[src/rtl/sgnst_pkg.sv]
// Shared types, constants and helpers of the noise spectrum tracker.
`default_nettype none
package sgnst_pkg;

    // Spectrum geometry
    localparam int BINS        = 129;
    localparam int IDX_W       = $clog2(BINS);
    localparam int CNT_W       = $clog2(BINS + 1);
    localparam int BIN_INDEX_W = 8;

    // Fixed-point widths
    localparam int PWR_W  = 32;
    localparam int Q16_W  = 17;
    localparam int SUM_W  = 40;
    localparam int DIVD_W = SUM_W + 1;
    localparam int STEP_W = $clog2(DIVD_W + 1);
    localparam int PROD_W = PWR_W + Q16_W;
    localparam int ACC_W  = PROD_W + 1;

    localparam logic [Q16_W-1:0] Q16_ONE  = 17'h10000;
    localparam logic [Q16_W-1:0] Q16_HALF = 17'h08000;

    // Configuration register indexes
    localparam int CFG_IDX_W = 2;
    localparam logic [CFG_IDX_W-1:0] CFG_RATE_BASE = 2'd0;
    localparam logic [CFG_IDX_W-1:0] CFG_DECAY     = 2'd1;

    localparam logic [Q16_W-1:0] RATE_BASE_RST = 17'd3277;
    localparam logic [Q16_W-1:0] DECAY_RST     = 17'd64881;

    // Queue between front and back
    localparam int QUEUE_DEPTH = 2;
    localparam int QPTR_W      = $clog2(QUEUE_DEPTH);
    localparam int QCNT_W      = $clog2(QUEUE_DEPTH + 1);

    // One classified bin on its way to the back part
    typedef struct packed {
        logic [PWR_W-1:0] x;
        logic [Q16_W-1:0] lr;
        logic [IDX_W-1:0] idx;
        logic             last;
    } queue_item_t;

    // Clamp a Q1.16 value to 1.0
    function automatic logic [Q16_W-1:0] sat_one(input logic [Q16_W-1:0] v);
        sat_one = (v > Q16_ONE) ? Q16_ONE : v;
    endfunction

endpackage
`default_nettype wire

[src/rtl/sgnst_front.sv]
// Front part: accepts bins, tracks the bin position and works out the learning rate.
`default_nettype none
module sgnst_front (
    input  wire                              aclk,
    input  wire                              aresetn,
    input  wire  [sgnst_pkg::Q16_W-1:0]      rate_base,
    input  wire                              s_valid,
    output logic                             s_ready,
    input  wire  [sgnst_pkg::PWR_W-1:0]      s_signal_power,
    input  wire  [sgnst_pkg::Q16_W-1:0]      s_speech_prob,
    input  wire                              s_frame_end,
    output logic                             push_valid,
    input  wire                              push_ready,
    output sgnst_pkg::queue_item_t           push_item
);
    import sgnst_pkg::*;

    logic             stage_valid_reg, stage_valid_next;
    logic [PWR_W-1:0] x_reg;
    logic [Q16_W-1:0] p_reg;
    logic [IDX_W-1:0] idx_reg;
    logic             last_reg;
    logic [IDX_W-1:0] bin_cnt_reg, bin_cnt_next;
    logic             accept;
    logic             cur_last;
    logic [33:0]      lr_prod;
    logic [33:0]      lr_round;
    logic [17:0]      lr_raw;
    logic [Q16_W-1:0] lr;

    assign s_ready    = !stage_valid_reg || push_ready;
    assign accept     = s_valid && s_ready;
    assign push_valid = stage_valid_reg;

    // Frame position: a bin at the top index always closes the frame
    assign cur_last     = s_frame_end || (bin_cnt_reg == IDX_W'(BINS - 1));
    assign bin_cnt_next = cur_last ? '0 : bin_cnt_reg + 1'b1;

    always_comb begin
        stage_valid_next = stage_valid_reg;
        if (accept) begin
            stage_valid_next = 1'b1;
        end else if (push_ready) begin
            stage_valid_next = 1'b0;
        end
    end

    // Control state
    always_ff @(posedge aclk) begin
        if (!aresetn) begin
            stage_valid_reg <= 1'b0;
            bin_cnt_reg     <= '0;
        end else begin
            stage_valid_reg <= stage_valid_next;
            if (accept) begin
                bin_cnt_reg <= bin_cnt_next;
            end
        end
    end

    // Payload stage
    always_ff @(posedge aclk) begin
        if (accept) begin
            x_reg    <= s_signal_power;
            p_reg    <= sat_one(s_speech_prob);
            idx_reg  <= bin_cnt_reg;
            last_reg <= cur_last;
        end
    end

    // lr = round(rate_base * (1 - p)), clamped to 1.0
    assign lr_prod  = 34'(rate_base) * 34'(Q16_ONE - p_reg);
    assign lr_round = lr_prod + 34'(Q16_HALF);
    assign lr_raw   = lr_round[33:16];
    assign lr       = (lr_raw > 18'(Q16_ONE)) ? Q16_ONE : lr_raw[Q16_W-1:0];

    assign push_item.x    = x_reg;
    assign push_item.lr   = lr;
    assign push_item.idx  = idx_reg;
    assign push_item.last = last_reg;

endmodule
`default_nettype wire

[config.mk]
export PLATFORM = sky130hd
export DESIGN_NAME = sgnst_front
export DESIGN_NICKNAME = d
export VERILOG_FILES = /design/src/rtl/sgnst_pkg.sv /design/src/rtl/sgnst_front.sv
export SDC_FILE = /design/constraint.sdc
export NUM_CORES = 1
export LEC_CHECK = 0
export ABC_AREA = 1
export BUFFER_PORTS_ARGS = -buffer_cell sky130_fd_sc_hd__buf_4
export CAP_MARGIN = 20
export CORE_ASPECT_RATIO = 2
export CORE_MARGIN = 2
export CORE_UTILIZATION = 46
export CTS_CLUSTER_SIZE = 12
export DETAILED_ROUTE_END_ITERATION = 8
export PLACE_DENSITY = 0.63
export SYNTH_ARGS = -nofsm -noshare
export SYNTH_HDL_FRONTEND = slang
export SYNTH_SLANG_ARGS = --single-unit
export TNS_END_PERCENT = 10
[constraint.sdc]
create_clock -name aclk -period 19.97 [get_ports aclk]
set_input_delay 3.994 -clock aclk [delete_from_list [all_inputs] [get_ports aclk]]
set_output_delay 3.994 -clock aclk [all_outputs]
set_load 0.005 [all_outputs]
==> impl_metrics.yaml <==
layout:
  final_core_util: 0.519
  fill_cells: 2821
  synthToLayoutAreaGrowth_pct: 11.5
  drive_above_1_share: 0.106
  final_cells: 2120
  final_nets: 2182
  antenna_cells: 0
  final_common_cell: "inv_1"
  largest_register_ff_count: 32
  mostFrequentLayoutCells: "inv_1 (450), nand2_1 (353), fa_1 (240), nor2_1 (178), buf_4 (134)"
yosys:
  async_reset_ff_frac: 0
  synth_area_per_cell_um2: 8.07
  synth_edf_count: 58
  ys_warn_count: 0
  yosysUniqueCellTypes: 48
  synthCells: 1651
  synth-seq-area-share: 0.144
  synth-seq-cells: 67
  synth_nets: 2078
  netlist_area_um2: 13300
  ys_dominant_reg_cell: "edfxtp_1"
drt:
  firstDrtPassIters: 6
  routedWlPerCell_um: 17.7
  postRouteAntennaNets: 0
  finalWirelength_um: 37500
  vias: 10700
  first_iter_violations: 763
  post-route-drc-count: 0
  vias_per_cell: 5.04
run_status:
  status: "finished clean"
global_route:
  antenna_found_initial: 0
  grt_pass1_vias: 11500
  grt_pass1_wl_um: 61400
  grt_max_degree: 32
  busiest_layer: "met2"
  grt_use_met1: 0.323
  grtUsageMet3: 0.0305
  track_usage: 0.258
  grt_use_met2: 0.448
  grt-ovfl-total: 0
critical_path:
  crit_top_cell: "fa_1"
  start_kind: "input port"
  cp.required_ps: 15980
  path_max_fanout: 16
  endpoint_kind: "output pin"
  cpMaxStageDelayCell: "fa_1"
  cp_slowest_stage_delay_ps: 590
  worstSetupPathType: "input port to output pin"
  arrival_ps: 10230
  reg2reg_slack_ps: 17660
timing:
  grt_setup_unrepaired: "false"
  setup_viol: 0
  tightest_slew_ps: 721
  min_period_over_period: 0.712
  slew_headroom: 0.518
  period_minus_slack_ps: 14220
  clock_skew_ps: 4.04
  slew_viol_final: 0
  setup_tns_ps: 0
  fmax_mhz: 70.3
  whs_ps: 433
  timing_hold_violations_final: 0
floorplan:
  ios: 131
  die_h_um: 245
  core_um2: 28600
  fp.dieW_um: 124
  num_rows: 88
  initial_core_util: 0.466
  dieArea_um2: 30400
cts:
  h-tree-depth: 3
  clock_sinks: 67
  clk_latency_ps: 310
  cts_buffer_depth: 2
  ctsResizeCount: 0
  cts_hold_buf: 0
  cts_tree: "yes"
  path_clk_slew_ps: 50
  cts_root_buffer: "clkbuf_16"
  post_cts_buffers: 0
  cts_buffers: 9
placement:
  dp_cells: 2104
  dp_hpwl_um: 32300
  place_congestion: 0.955
  io_buffers: 130
min_path:
  hold_path.class: "register to register"
run:
  drv_cap: 0
==> final timing paths <==
| check | cells after the start | start | to |
|---|---|---|---|
| hold / removal | 0 | bin_cnt_reg[2]$_SDFFE_PN0P_ | idx_reg[2]$_DFFE_PP_ |
| setup reg to reg | 8 | push_valid$_SDFFE_PN0P_ | bin_cnt_reg[5]$_SDFFE_PN0P_ |
| hold reg to reg | 0 | bin_cnt_reg[2]$_SDFFE_PN0P_ | idx_reg[2]$_DFFE_PP_ |
| setup / recovery | 25 | rate_base[0] | push_item[9] |
==> critical path: cells and delay by family <==
family	cells	cell delay, ps
AOI/OAI and AO/OA	4	740
xor gates and xnor gates	1	370
adders and majority gates	7	3390
buffers and inverters	6	810
and+or+nand+nor	7	880
==> final cells by class <==
class | count | area (um^2) | share of cell area
clock buffer | 13 | 240 | 0.0162
clock inverter | 3 | 38.8 | 0.00261
inverter | 461 | 1740 | 0.117
multi-input combinational | 1082 | 9470 | 0.637
sequential | 67 | 1920 | 0.129
tap | 360 | 450 | 0.0303
timing repair buffer | 134 | 1010 | 0.0677
==> layer usage <==
metal | vias to the layer above | wire, um
met3 | 91 | 1970
met5 | - | 0
met2 | 380 | 18800
met1 | 5169 | 14700
met4 | 0 | 2030
li1 | 5050 | -
==> per-stage QoR <==
stage	area, um^2	setup WS (ps)
after floorplan	13300	6520
after global placement	14600	5820
after detailed placement	14600	5820
after CTS	14900	5760
after global routing	14900	5370
final	14900	5750
==> cell usage after synthesis (all sizes together) (9+ instances only) <==
master,count,area share
ha,116,0.11
edfxtp,58,0.13
o21ai,32,0.012
nand2,361,0.10
a21oi,46,0.020
clkbuf,32,0.0090
nor3,15,0.0060
fa,240,0.36
dfxtp,9,0.014
buf,9,0.0060
inv,459,0.13
nand3,34,0.014
nor2,184,0.054
==> cell families (layout without fill, tap and decap cells) <==
| kind of cell | Yosys count | count (layout) | share of synthesized area |
|---|---|---|---|
| AND/OR/NAND/NOR | 617 | 617 | 0.189 |
| AO/OA/AOI/OAI | 98 | 98 | 0.0439 |
| adder cells (fa/ha/maj) | 356 | 356 | 0.469 |
| XOR/XNOR | 11 | 11 | 0.00779 |
| flip-flops | 67 | 67 | 0.144 |
| buffers and inverters | 502 | 611 | 0.145 |
Power is left out: the tool's default activity adds up to more than one toggle a clock period on the data nets, which glitch-free logic cannot reach.
