### src/rtl/sgnst_pkg.sv
// Shared types, constants and helpers of the noise spectrum tracker.
`default_nettype none
package sgnst_pkg;

    // Spectrum geometry
    localparam int BINS        = 129;
    localparam int IDX_W       = $clog2(BINS);
    localparam int CNT_W       = $clog2(BINS + 1);
    localparam int BIN_INDEX_W = 8;

    // Fixed-point widths
    localparam int PWR_W  = 32;
    localparam int Q16_W  = 17;
    localparam int SUM_W  = 40;
    localparam int DIVD_W = SUM_W + 1;
    localparam int STEP_W = $clog2(DIVD_W + 1);
    localparam int PROD_W = PWR_W + Q16_W;
    localparam int ACC_W  = PROD_W + 1;

    localparam logic [Q16_W-1:0] Q16_ONE  = 17'h10000;
    localparam logic [Q16_W-1:0] Q16_HALF = 17'h08000;

    // Configuration register indexes
    localparam int CFG_IDX_W = 2;
    localparam logic [CFG_IDX_W-1:0] CFG_RATE_BASE = 2'd0;
    localparam logic [CFG_IDX_W-1:0] CFG_DECAY     = 2'd1;

    localparam logic [Q16_W-1:0] RATE_BASE_RST = 17'd3277;
    localparam logic [Q16_W-1:0] DECAY_RST     = 17'd64881;

    // Queue between front and back
    localparam int QUEUE_DEPTH = 2;
    localparam int QPTR_W      = $clog2(QUEUE_DEPTH);
    localparam int QCNT_W      = $clog2(QUEUE_DEPTH + 1);

    // One classified bin on its way to the back part
    typedef struct packed {
        logic [PWR_W-1:0] x;
        logic [Q16_W-1:0] lr;
        logic [IDX_W-1:0] idx;
        logic             last;
    } queue_item_t;

    // Clamp a Q1.16 value to 1.0
    function automatic logic [Q16_W-1:0] sat_one(input logic [Q16_W-1:0] v);
        sat_one = (v > Q16_ONE) ? Q16_ONE : v;
    endfunction

endpackage
`default_nettype wire

### src/rtl/sgnst_queue.sv
// Short first-in first-out queue between the front and back parts.
`default_nettype none
module sgnst_queue (
    input  wire                       aclk,
    input  wire                       aresetn,
    input  wire                       push_valid,
    output logic                      push_ready,
    input  sgnst_pkg::queue_item_t    push_item,
    output logic                      pop_valid,
    input  wire                       pop_ready,
    output sgnst_pkg::queue_item_t    pop_item
);
    import sgnst_pkg::*;

    queue_item_t       slot_mem [QUEUE_DEPTH];
    logic [QPTR_W-1:0] wr_ptr_reg, rd_ptr_reg;
    logic [QCNT_W-1:0] count_reg, count_next;
    logic              do_push, do_pop;

    assign push_ready = (count_reg != QCNT_W'(QUEUE_DEPTH));
    assign pop_valid  = (count_reg != '0);
    assign do_push    = push_valid && push_ready;
    assign do_pop     = pop_valid && pop_ready;
    assign pop_item   = slot_mem[rd_ptr_reg];

    always_comb begin
        count_next = count_reg;
        if (do_push && !do_pop) begin
            count_next = count_reg + 1'b1;
        end else if (do_pop && !do_push) begin
            count_next = count_reg - 1'b1;
        end
    end

    // Pointers and fill level
    always_ff @(posedge aclk) begin
        if (!aresetn) begin
            wr_ptr_reg <= '0;
            rd_ptr_reg <= '0;
            count_reg  <= '0;
        end else begin
            count_reg <= count_next;
            if (do_push) begin
                wr_ptr_reg <= (wr_ptr_reg == QPTR_W'(QUEUE_DEPTH - 1)) ? '0 : wr_ptr_reg + 1'b1;
            end
            if (do_pop) begin
                rd_ptr_reg <= (rd_ptr_reg == QPTR_W'(QUEUE_DEPTH - 1)) ? '0 : rd_ptr_reg + 1'b1;
            end
        end
    end

    // Slot storage
    always_ff @(posedge aclk) begin
        if (do_push) begin
            slot_mem[wr_ptr_reg] <= push_item;
        end
    end

endmodule
`default_nettype wire

### config.mk
export PLATFORM = sky130hd
export DESIGN_NAME = sgnst_queue
export DESIGN_NICKNAME = d
export VERILOG_FILES = /design/src/rtl/sgnst_pkg.sv /design/src/rtl/sgnst_queue.sv
export SDC_FILE = /design/constraint.sdc
export NUM_CORES = 1
export LEC_CHECK = 0
export ABC_AREA = 1
export ABC_CLOCK_PERIOD_IN_PS = 3430
export BUFFER_PORTS_ARGS = -buffer_cell sky130_fd_sc_hd__buf_4
export CAP_MARGIN = 20
export CORE_ASPECT_RATIO = 0.9
export CORE_MARGIN = 4
export CORE_UTILIZATION = 47
export DETAILED_ROUTE_END_ITERATION = 8
export PLACE_DENSITY = 0.77
export SYNTH_ARGS = -nofsm -noshare
export SYNTH_HDL_FRONTEND = slang
export SYNTH_SLANG_ARGS = --single-unit
### constraint.sdc
create_clock -name aclk -period 3.43 [get_ports aclk]
set_input_delay 0.343 -clock aclk [delete_from_list [all_inputs] [get_ports aclk]]
set_output_delay 0.343 -clock aclk [all_outputs]
set_load 0.05 [all_outputs]
==> metrics.yaml, run 1 <==
run_status:
  status: "complete, no violations"
timing:
  finalClockSkew_ns: 0.00693
  rsz0062_at_grt: "no"
  slew_viol_final: 0
  fin_crit_ns: 2.44
  worst_pin_slew_ns: 0.890
  slew-limit-headroom: 0.407
  final_hold_viol_count: 0
  setup_viol: 0
  achievable-frequency_ghz: 0.411
  finalCritPeriodShare: 0.710
  worst_slack_ns: 0.994
routing:
  via_per_inst: 4.76
  drt_iter0_drc: 93
  wl_per_cell_um: 16.2
  routed_wl_um: 8460
  drc: 0
  vias: 2484
  antenna_left: 0
  firstDrtPassIters: 4
power:
  p_int_w: 0.00359
  combPwrFrac: 0.316
  p_clk_frac: 0.312
  seq_power_share: 0.372
  swShare: 0.336
  p_leak_nw: 2.51
  ir_drop_mv: 0.500
  power.switching_w: 0.00181
  p_total_w: 0.00540
  power.density_nw_per_um2: 832
clock_tree:
  path_clk_slew_ns: 0.05
  htree_num_levels: 4
  cts_root_buffer: "clkbuf_8"
  cts_buffers: 17
  cts_setup_buffers: 0
  insertion_delay_ns: 0.50
  cts.sinks: 121
  clockBufferDepth: 2
  cts_tree: "built"
synthesis:
  synth-warning-count: 0
  syn_nets: 280
  synth_top_area_share: 0.774
  yosys_register_bits: 121
  yosysTopAreaCell: "edfxtp_1"
  synthCells: 217
  avgSynthCellArea_um2: 20.7
  netlist_area_um2: 4500
  synth_cell_types: 15
  synth.area.top_cells: "edfxtp_1 77%, mux2_2 9.5%, mux2_4 6.7%"
  synth_seq_area_share: 0.796
layout:
  largest_register_ffs: 116
  area_growth_pct: 44.1
  final_nets: 450
  n_fill_cell: 597
  antenna_cells: 0
  design_area_um2: 6490
  drive_gt1_frac: 0.533
global_routing:
  grt_pass1_wl_um: 13600
  antenna_found_initial: 0
  grt_max_degree: 59
  grt_usage: 0.161
  overflow: 0
  grt_pass1_vias: 2779
floorplanning:
  ios: 122
  core_um2: 9210
  die_area_um2: 11200
  start_util: 0.489
  rows: 33
  die_y_um: 101
  die_w_um: 111
placed_design:
  port_buffers: 121
  pre_cts_ws_ns: 1.47
  dp_hpwl_um: 5110
  place_area_um2: 5570
  gp_congestion: 0.681
hold_path:
  min_path_type: "in2reg"
  hold_depth: 1
setup_path:
  critical_path_class: "reg2out"
  end_kind: "primary output"
  timing.reg2reg.worst_path_depth: 5
  cp_max_fo: 58
  start_kind: "flip-flop"
  worstPathRequired_ns: 3.09
  arrival_ns: 2.09
job:
  maxCapViolCount: 0
-- area by class of cell --
type / instances / area, um^2 / share of cell area
Timing Repair Buffer: 157 / 1290 / 0.199
Multi-Input combinational cell: 82 / 853 / 0.132
Clock buffer: 19 / 422 / 0.0650
Tap cell: 122 / 153 / 0.0235
Clock inverter: 13 / 154 / 0.0237
Sequential cell: 121 / 3590 / 0.553
Inverter: 8 / 30.0 / 0.00463
-- metrics by stage --
step,utilization,setup TNS [ns],hold slack (ns),cells
3_3_place_gp,0.605,0,0.481,456
5_1_grt,0.705,0,0.000723,522
6_report,0.705,0,0.0299,522
4_1_cts,0.703,0,0.0000445,521
2_1_floorplan,-,-51.50,0.442,217
3_5_place_dp,0.605,0,0.496,456
-- what timing repair did --
item / CTS / global route
gates resized for setup: 0 / 0
endpoints found under the hold margin: 63 / 1
hold buffers: 33 / 1
setup endpoints to repair: 0 / 0
-- cells in the mapped netlist --
master	number
a21oi_1	1
buf_2	3
buf_6	3
dfxtp_1	5
edfxtp_1	116
ha_1	1
inv_1	8
mux2_2	38
mux2_4	20
nand2_1	9
nand3_1	1
nand4_1	1
nor2_1	8
o21a_1	1
o21ai_0	2
-- per-layer routing --
layer  track usage  vias up  part of all wire
met2         0.290       90              0.53
met4        0.0645        0             0.012
met3        0.0624       12             0.065
met5             0        -                 0
li1              -     1182                 -
met1         0.171     1200              0.39
-- power by group through the flow --
stage / combinational [W] / sequential (W) / clock (W)
after floorplan: 0.00128 / 0.00196 / 0
after global placement: 0.00167 / 0.00203 / 0
after detailed placement: 0.00169 / 0.00204 / 0
after CTS: 0.00172 / 0.00201 / 0.00172
after global routing: 0.00179 / 0.00204 / 0.00180
final: 0.00171 / 0.00201 / 0.00168
-- placed cells by master (no fill, tap or decap), drive strengths merged --
master,count
inv,8
o21ai,2
o21a,1
mux2,58
nand4,1
clkinvlp,3
clkinv,7
dlygate4sd3,34
ha,1
bufinv,3
nor2,8
nand3,1
a21oi,1
buf,123
dfxtp,5
edfxtp,116
nand2,9
clkbuf,19
-- final timing paths --
path	from	endpoint	slack, ns
setup / recovery	flip-flop	pop_item[50]	0.99
hold / removal	push_item[5]	slot_mem[0][5]$_DFFE_PP_	0.03
setup reg to reg	count_reg[0]$_SDFFE_PN0P_	slot_mem[0][11]$_DFFE_PP_	1.47
hold reg to reg	rd_ptr_reg$_SDFFE_PN0P_	flip-flop	0.52
-- cell families (layout without fill, tap and decap cells) --
| group | Yosys count | after routing | share of synthesized area |
|---|---|---|---|
| AOI/OAI and AO/OA | 4 | 4 | 0.00500 |
| adders and majority gates | 1 | 1 | 0.00278 |
| buffers and inverters | 14 | 197 | 0.0175 |
| muxes | 58 | 58 | 0.162 |
| and+or+nand+nor | 19 | 19 | 0.0167 |
| DFF | 121 | 121 | 0.796 |
-- worst max-delay path: stages, from the launching register on --
cell	delay [ns]
dfxtp_4	0.93
mux2_2	0.44
buf_4	0.20
Note: power is estimated with default switching activity, not from simulation.
==> run 2, diff against run 1 <==
Settings changed: ABC_CLOCK_PERIOD_IN_PS 3430 to 2500, CORE_UTILIZATION 47 to 52, PLACE_DENSITY 0.77 to 0.8.
Clock period 3.43 ns to 2.5 ns, I/O delays scaled along.
==> run 2 against run 1 <==
Against the previous run: non-clock buffer count grew 29; power is 39% higher; combinational power grew 47%; routed wire length rose by 16%; critical path type unchanged; largest cell class unchanged.
==> metrics.yaml, run 2 (same netlist as run 1, synthesis figures left out) <==
run_status:
  status: "complete, no violations"
clock_tree:
  path_clk_slew_ns: 0.05  # about the same
  htree_num_levels: 4  # unchanged
  ctsResizeCount: 0  # unchanged
  insertion_delay_ns: 0.50  # about the same
  cts_buffers: 17  # unchanged
  cts_tree: "built"
  clockBufferDepth: 2  # unchanged
  cts_hold_buf: 59  # +79%
  cts.sinks: 121  # unchanged
  cts_setup_buffers: 0  # unchanged
  cts_root_buffer: "clkbuf_8"
hold_path:
  min_to: "rd_ptr_reg$_SDFFE_PN0P_"
  min_path_type: "in2reg"
  hold_depth: 4  # +3
  worstHoldStart: "pop_ready"
global_routing:
  top_usage_layer: "met2"
  overflow: 0  # unchanged
  met1_usage: 0.225  # +0.0536
  grt_use_met3: 0.0765  # +0.0140
  antenna_found_initial: 0  # unchanged
  grt_max_degree: 35  # -41%
  grt_pass1_vias: 2846  # +2.4%
  met2_usage: 0.351  # +0.0617
  grt_pass1_wl_um: 14800  # +8.6%
  grt_usage: 0.200  # +0.0398
routing:
  drt_iter0_drc: 136  # +46%
  firstDrtPassIters: 4  # unchanged
  antenna_left: 0  # unchanged
  routed_wl_um: 9800  # +16%
  drc: 0  # unchanged
  vias: 2644  # +6.4%
  wl_per_cell_um: 18.1  # +11%
  via_per_inst: 4.88  # +2.5%
layout:
  design_area_um2: 6760  # +4.1%
  final_cell_mix: "125 x buf_4, 116 x edfxtp_1, 59 x dlygate4sd3_1"
  final_nets: 479  # +6.4%
  largest_register_ffs: 116  # unchanged
  area_growth_pct: 50.1
  drive_gt1_frac: 0.496  # -0.0360
  final_common_cell: "buf_4"
  antenna_cells: 0  # unchanged
  fin_util: 0.822  # +0.117
setup_path:
  arrival_ns: 1.91  # -0.18 ns
  r2r-end: "slot_mem[1][43]$_DFFE_PP_"
  critical_path_class: "reg2out"
  crit_top_cell: "buf_4"
  end_kind: "primary output"
  cpPeakStageDelay_ns: 0.48  # -0.45 ns
  timing.reg2reg.worst_path_depth: 5  # unchanged
  slowest_stage: "buf_4"
  worstPathRequired_ns: 2.25  # -0.84 ns
  r2r_slack_ns: 0.72  # -0.75 ns
  cp_max_fo: 34  # -41%
  reg2reg_from: "count_reg[0]$_SDFFE_PN0P_"
  start_kind: "flip-flop"
  path_cells: "buf_4 -> mux2_2 -> buf_4"
timing:
  finalCritPeriodShare: 0.863
  setup_viol: 0  # unchanged
  finalClockSkew_ns: 0.0111  # +0.00414 ns
  slew-limit-headroom: 0.612  # +0.205
  achievable-frequency_ghz: 0.463
  fin_crit_ns: 2.16
  final_hold_viol_count: 0  # unchanged
  rsz0062_at_grt: "no"
  slew_viol_final: 0  # unchanged
  worst_pin_slew_ns: 0.581  # -0.309 ns
  whs_ns: 0.173  # +0.143 ns
placed_design:
  gp_congestion: 0.789  # +16%
  place_area_um2: 5590  # +0.34%
  port_buffers: 121  # unchanged
  dp_hpwl_um: 5460  # +6.8%
floorplanning:
  start_util: 0.547  # +0.0585
  rows: 31  # -6.1%
  ios: 122  # unchanged
  die_y_um: 96.3  # -4.5%
  core_um2: 8220  # -11%
  die_w_um: 106  # -4.6%
  die_area_um2: 10200  # -8.9%
job:
  maxCapViolCount: 0  # unchanged
power:
  power.density_nw_per_um2: 1110  # +34%
  p_leak_nw: 2.64  # +5.1%
  ir_drop_mv: 0.713  # +43%
## run 2: changes by cell type in the layout (fill, tap and decap cells not counted), sizes merged
cell and change:
dlygate4sd3 +25, buf +4, clkbuf -2, clkinvlp -2, bufinv +1, clkinv +1
## run 2: metrics by stage
stage | worst slack (ns) | setup TNS, ns | total power [W] | std cells
final | 0.342 | 0 | 0.00753 | 542
after global routing | 0.239 | 0 | 0.00782 | 542
after CTS | 0.293 | 0 | 0.00757 | 542
after detailed placement | 0.710 | 0 | 0.00512 | 453
after global placement | 0.809 | 0 | 0.00508 | 453
after floorplan | -0.433 | -50.19 | 0.00444 | 217
## run 2: worst max-delay path, delay by kind of cell, from the launching register on
family / cells / cell delay, ns
flip-flops: 1 / 0.32
multiplexers: 1 / 0.42
buffers and inverters: 2 / 0.67
## run 2: routing by layer
layer,part of all wire,wire length [um],vias up
li1,-,-,1233
met1,0.40,3870,1280
met2,0.53,5170,119
met3,0.068,663,12
met4,0.0095,93,0
met5,0,0,-
## run 2: final cells by class
type / count / area, um^2
fill: 416 / 1470
tap: 115 / 144
clock buffer: 17 / 414
inverter: 8 / 30.0
timing repair buffer: 186 / 1570
clock inverter: 13 / 160
multi-input combinational: 82 / 853
sequential: 121 / 3580
## run 2: worst max-delay path by stage
stage	to	slack, ns	cells after the start
2_1_floorplan	slot_mem[0][0]$_DFFE_PP_	-0.43	4
3_5_place_dp	slot_mem[1][20]$_DFFE_PP_	0.71	5
5_1_grt	pop_item[5]	0.24	3
4_1_cts	pop_item[5]	0.29	3
6_report	pop_item[5]	0.34	3
3_3_place_gp	slot_mem[1][20]$_DFFE_PP_	0.81	5
## run 2: power by group
| group | internal [W] | switching (W) | total, W |
|---|---|---|---|
| combinational | 0.000885 | 0.00164 | 0.00252 |
| clock | 0.00158 | 0.000775 | 0.00235 |
| sequential | 0.00257 | 0.0000810 | 0.00265 |
==> run 3, diff against run 2 <==
Settings changed: ABC_AREA 1 to default, GPL_ROUTABILITY_DRIVEN from default to 0.
==> run 3 against run 2 <==
Against the previous run: via count down 3.6%; non-clock buffer count decreased by 1; power rose by 1.8%; global-route usage fell by 1.3 points; clock power rose by 3%; sequential share of layout area up 0.66 points; first-iteration DRC count fell by 51%; critical path type unchanged; largest power group unchanged.
==> metrics.yaml, run 3 <==
run_status:
  status: "complete, no violations"
setup_path:
  path_cells: "buf_12 -> mux2_2 -> buf_4"
  start_kind: "flip-flop"
  end_kind: "primary output"
  r2r-end: "count_reg[1]$_SDFFE_PN0P_"
  slowest_stage: "mux2_2"
  worstPathRequired_ns: 2.25  # about the same
  reg2reg_from: "count_reg[0]$_SDFFE_PN0P_"
  arrival_ns: 1.74  # -0.17 ns
  critical_path_class: "reg2out"
  crit_path_end: "pop_item[4]"
  r2r_slack_ns: 0.94  # +0.22 ns
  cp_max_fo: 58  # +71%
  timing.reg2reg.worst_path_depth: 5  # unchanged
  cpPeakStageDelay_ns: 0.40  # -0.08 ns
job:
  maxCapViolCount: 0  # unchanged
timing:
  slew_viol_final: 0  # unchanged
  setup_viol: 0  # unchanged
  achievable-frequency_ghz: 0.503  # +8.5%
  finalClockSkew_ns: 0.00761  # -0.00347 ns
  setup-tns-final_ns: 0  # unchanged
  fin_crit_ns: 1.99  # -0.170 ns
  finalCritPeriodShare: 0.795  # -0.0679
  final_hold_viol_count: 0  # unchanged
  slew-limit-headroom: 0.711  # +0.0993
  rsz0062_at_grt: "no"
  worst_pin_slew_ns: 0.433  # -0.148 ns
layout:
  seqCellArea_um2: 3580  # unchanged
  drive_gt1_frac: 0.525  # +0.0288
  final_nets: 465  # -2.9%
  fin_util: 0.815  # -0.00620
  multi_input_area_um2: 793  # -7.0%
  area_growth_pct: 50.8
  n_fill_cell: 388  # -6.7%
  antenna_cells: 0  # unchanged
  largest_register_ffs: 116  # unchanged
  final_cell_mix: "125 x buf_4, 116 x edfxtp_1, 59 x dlygate4sd3_1"
  final_common_cell: "buf_4"
floorplanning:
  start_util: 0.541  # -0.00673
  die_y_um: 95.5  # -0.78%
  core_um2: 8180  # -0.47%
  die_w_um: 105  # -0.79%
  rows: 31  # unchanged
  ios: 122  # unchanged
  die_area_um2: 10100  # -1.6%
clock_tree:
  cts.sinks: 121  # unchanged
  cts_setup_buffers: 0  # unchanged
  path_clk_slew_ns: 0.05  # about the same
  cts_root_buffer: "clkbuf_8"
  clockBufferDepth: 2  # unchanged
  cts_tree: "built"
  cts_buffers: 17  # unchanged
  htree_num_levels: 4  # unchanged
  insertion_delay_ns: 0.50  # about the same
global_routing:
  overflow: 0  # unchanged
  grt_usage: 0.187  # -0.0135
  grt_pass1_vias: 2898  # +1.8%
  grt_max_degree: 59  # +69%
  antenna_found_initial: 0  # unchanged
  grt_pass1_wl_um: 14000  # -5.6%
synthesis:
  avgSynthCellArea_um2: 21.7  # +4.6%
  synth_seq_area_share: 0.810  # +0.0137
  yosys_register_bits: 121  # unchanged
  synth_top_cells_by_count: "116 x edfxtp_1, 58 x mux2_2, 5 x dfxtp_1, 4 x and2_1, 3 x buf_2"
  synth.area.top_cells: "edfxtp_1 79%, mux2_2 15%, dfxtp_1 2.3%"
  synth_edf_count: 116  # unchanged
  syn_nets: 267  # -4.6%
  synthCells: 204  # -6.0%
  synth_flop_cell: "edfxtp_1"
  synth_cell_types: 21  # +6
  synth-warning-count: 0  # unchanged
  yosysTopAreaCell: "edfxtp_1"
  netlist_area_um2: 4420  # -1.7%
  async_flop_share: 0  # unchanged
  synth_top_area_share: 0.787  # +0.0134
  synth_most_common_cell: "edfxtp_1"
routing:
  wl_met2_um: 4810  # -6.8%
  firstDrtPassIters: 5  # +1
  routed_wl_um: 9090  # -7.2%
  drc: 0  # unchanged
  wl_per_cell_um: 17.1  # -5.1%
  drt_iter0_drc: 66  # -51%
  dr.max_layer_used: "met4"
  antenna_left: 0  # unchanged
  met1_length_um: 3660  # -5.4%
  dr_wl_met3_um: 556  # -16%
  via_per_inst: 4.81  # -1.4%
  vias: 2548  # -3.6%
placed_design:
  dp_hpwl_um: 5070  # -7.2%
  port_buffers: 121  # unchanged
hold_path:
  min_path_type: "in2reg"
power:
  p_leak_nw: 2.53  # -4.0%
  ir_drop_mv: 0.867  # +22%
  power.density_nw_per_um2: 1150  # +3.0%
run 3: changes by cell type in the layout (fill, tap and decap cells not counted), moves of 2 or more:
cell | before | now
mux2_2 | 38 | 58
clkbuf_1 | 0 | 2
nor2_4 | 2 | 0
and2_1 | 0 | 4
nor2_1 | 6 | 0
mux2_4 | 20 | 0
xnor2_1 | 0 | 2
clkinvlp_4 | 1 | 4
inv_1 | 8 | 0
clkinv_1 | 6 | 2
nand2_1 | 9 | 0
run 3: layout make-up:
| cell class | instances | share of cell area |
|---|---|---|
| repair buffers | 185 | 0.232 |
| clock inverters | 13 | 0.0264 |
| well taps | 115 | 0.0216 |
| inverters | 1 | 0.000563 |
| clock buffers | 19 | 0.0632 |
| multi-input cells | 76 | 0.119 |
| flip-flops and latches | 121 | 0.537 |
run 3: power breakdown:
| part | internal, W | leakage (nW) | switching [W] |
|---|---|---|---|
| clock | 0.00161 | 0.279 | 0.000825 |
| sequential | 0.00254 | 1.12 | 0.0000791 |
| combinational | 0.000921 | 1.13 | 0.00169 |
run 3: worst min path at each step:
stage	start	to	slack (ns)	depth (start not counted)
after global routing	push_valid	wr_ptr_reg$_SDFFE_PN0P_	0.07	3
after floorplan	push_item[0]	slot_mem[0][0]$_DFFE_PP_	0.35	0
after detailed placement	push_item[5]	slot_mem[1][5]$_DFFE_PP_	0.44	1
final	push_valid	wr_ptr_reg$_SDFFE_PN0P_	0.07	3
after global placement	push_item[57]	slot_mem[0][57]$_DFFE_PP_	0.43	1
after CTS	push_valid	wr_ptr_reg$_SDFFE_PN0P_	0.05	3
run 3: per-stage QoR:
stage	hold slack (ns)	instances	total power [W]	instance area [um^2]	setup slack, ns
finish	0.0721	530	0.00766	6670	0.512
floorplan	0.349	204	0.00448	4430	0.191
global placement	0.435	439	0.00516	5480	0.982
detailed placement	0.438	439	0.00519	5480	0.948
global route	0.0714	530	0.00795	6670	0.456
CTS	0.0496	530	0.00772	6670	0.489
run 3: metal layers:
| layer | up-vias | GRT usage |
|---|---|---|
| li1 | 1205 | - |
| met3 | 7 | 0.0630 |
| met1 | 1239 | 0.205 |
| met2 | 97 | 0.341 |
| met4 | 0 | 0.0678 |
| met5 | - | 0 |
run 3: critical path: cells and delay by family, from the launching register on:
kind | cells | cell delay [ns]
buffers and inverters | 2 | 0.47
muxes | 1 | 0.40
DFF | 1 | 0.33
run 3: what timing repair did:
item / 4_1_cts / 5_1_grt
endpoints found under the hold margin: 119 / 0
hold buffers: 59 / 0
resized for setup: 0 / 0
run 3: logic make-up (layout without fill, tap and decap cells):
family / after synthesis / in the layout / share of synthesized area
xor+xnor: 3 / 3 / 0.00594
fa+ha+maj: 1 / 1 / 0.00283
flops: 121 / 121 / 0.810
buf+inv: 7 / 218 / 0.0110
simple gates: 9 / 9 / 0.0147
mux: 58 / 58 / 0.148
compound gates: 5 / 5 / 0.00792
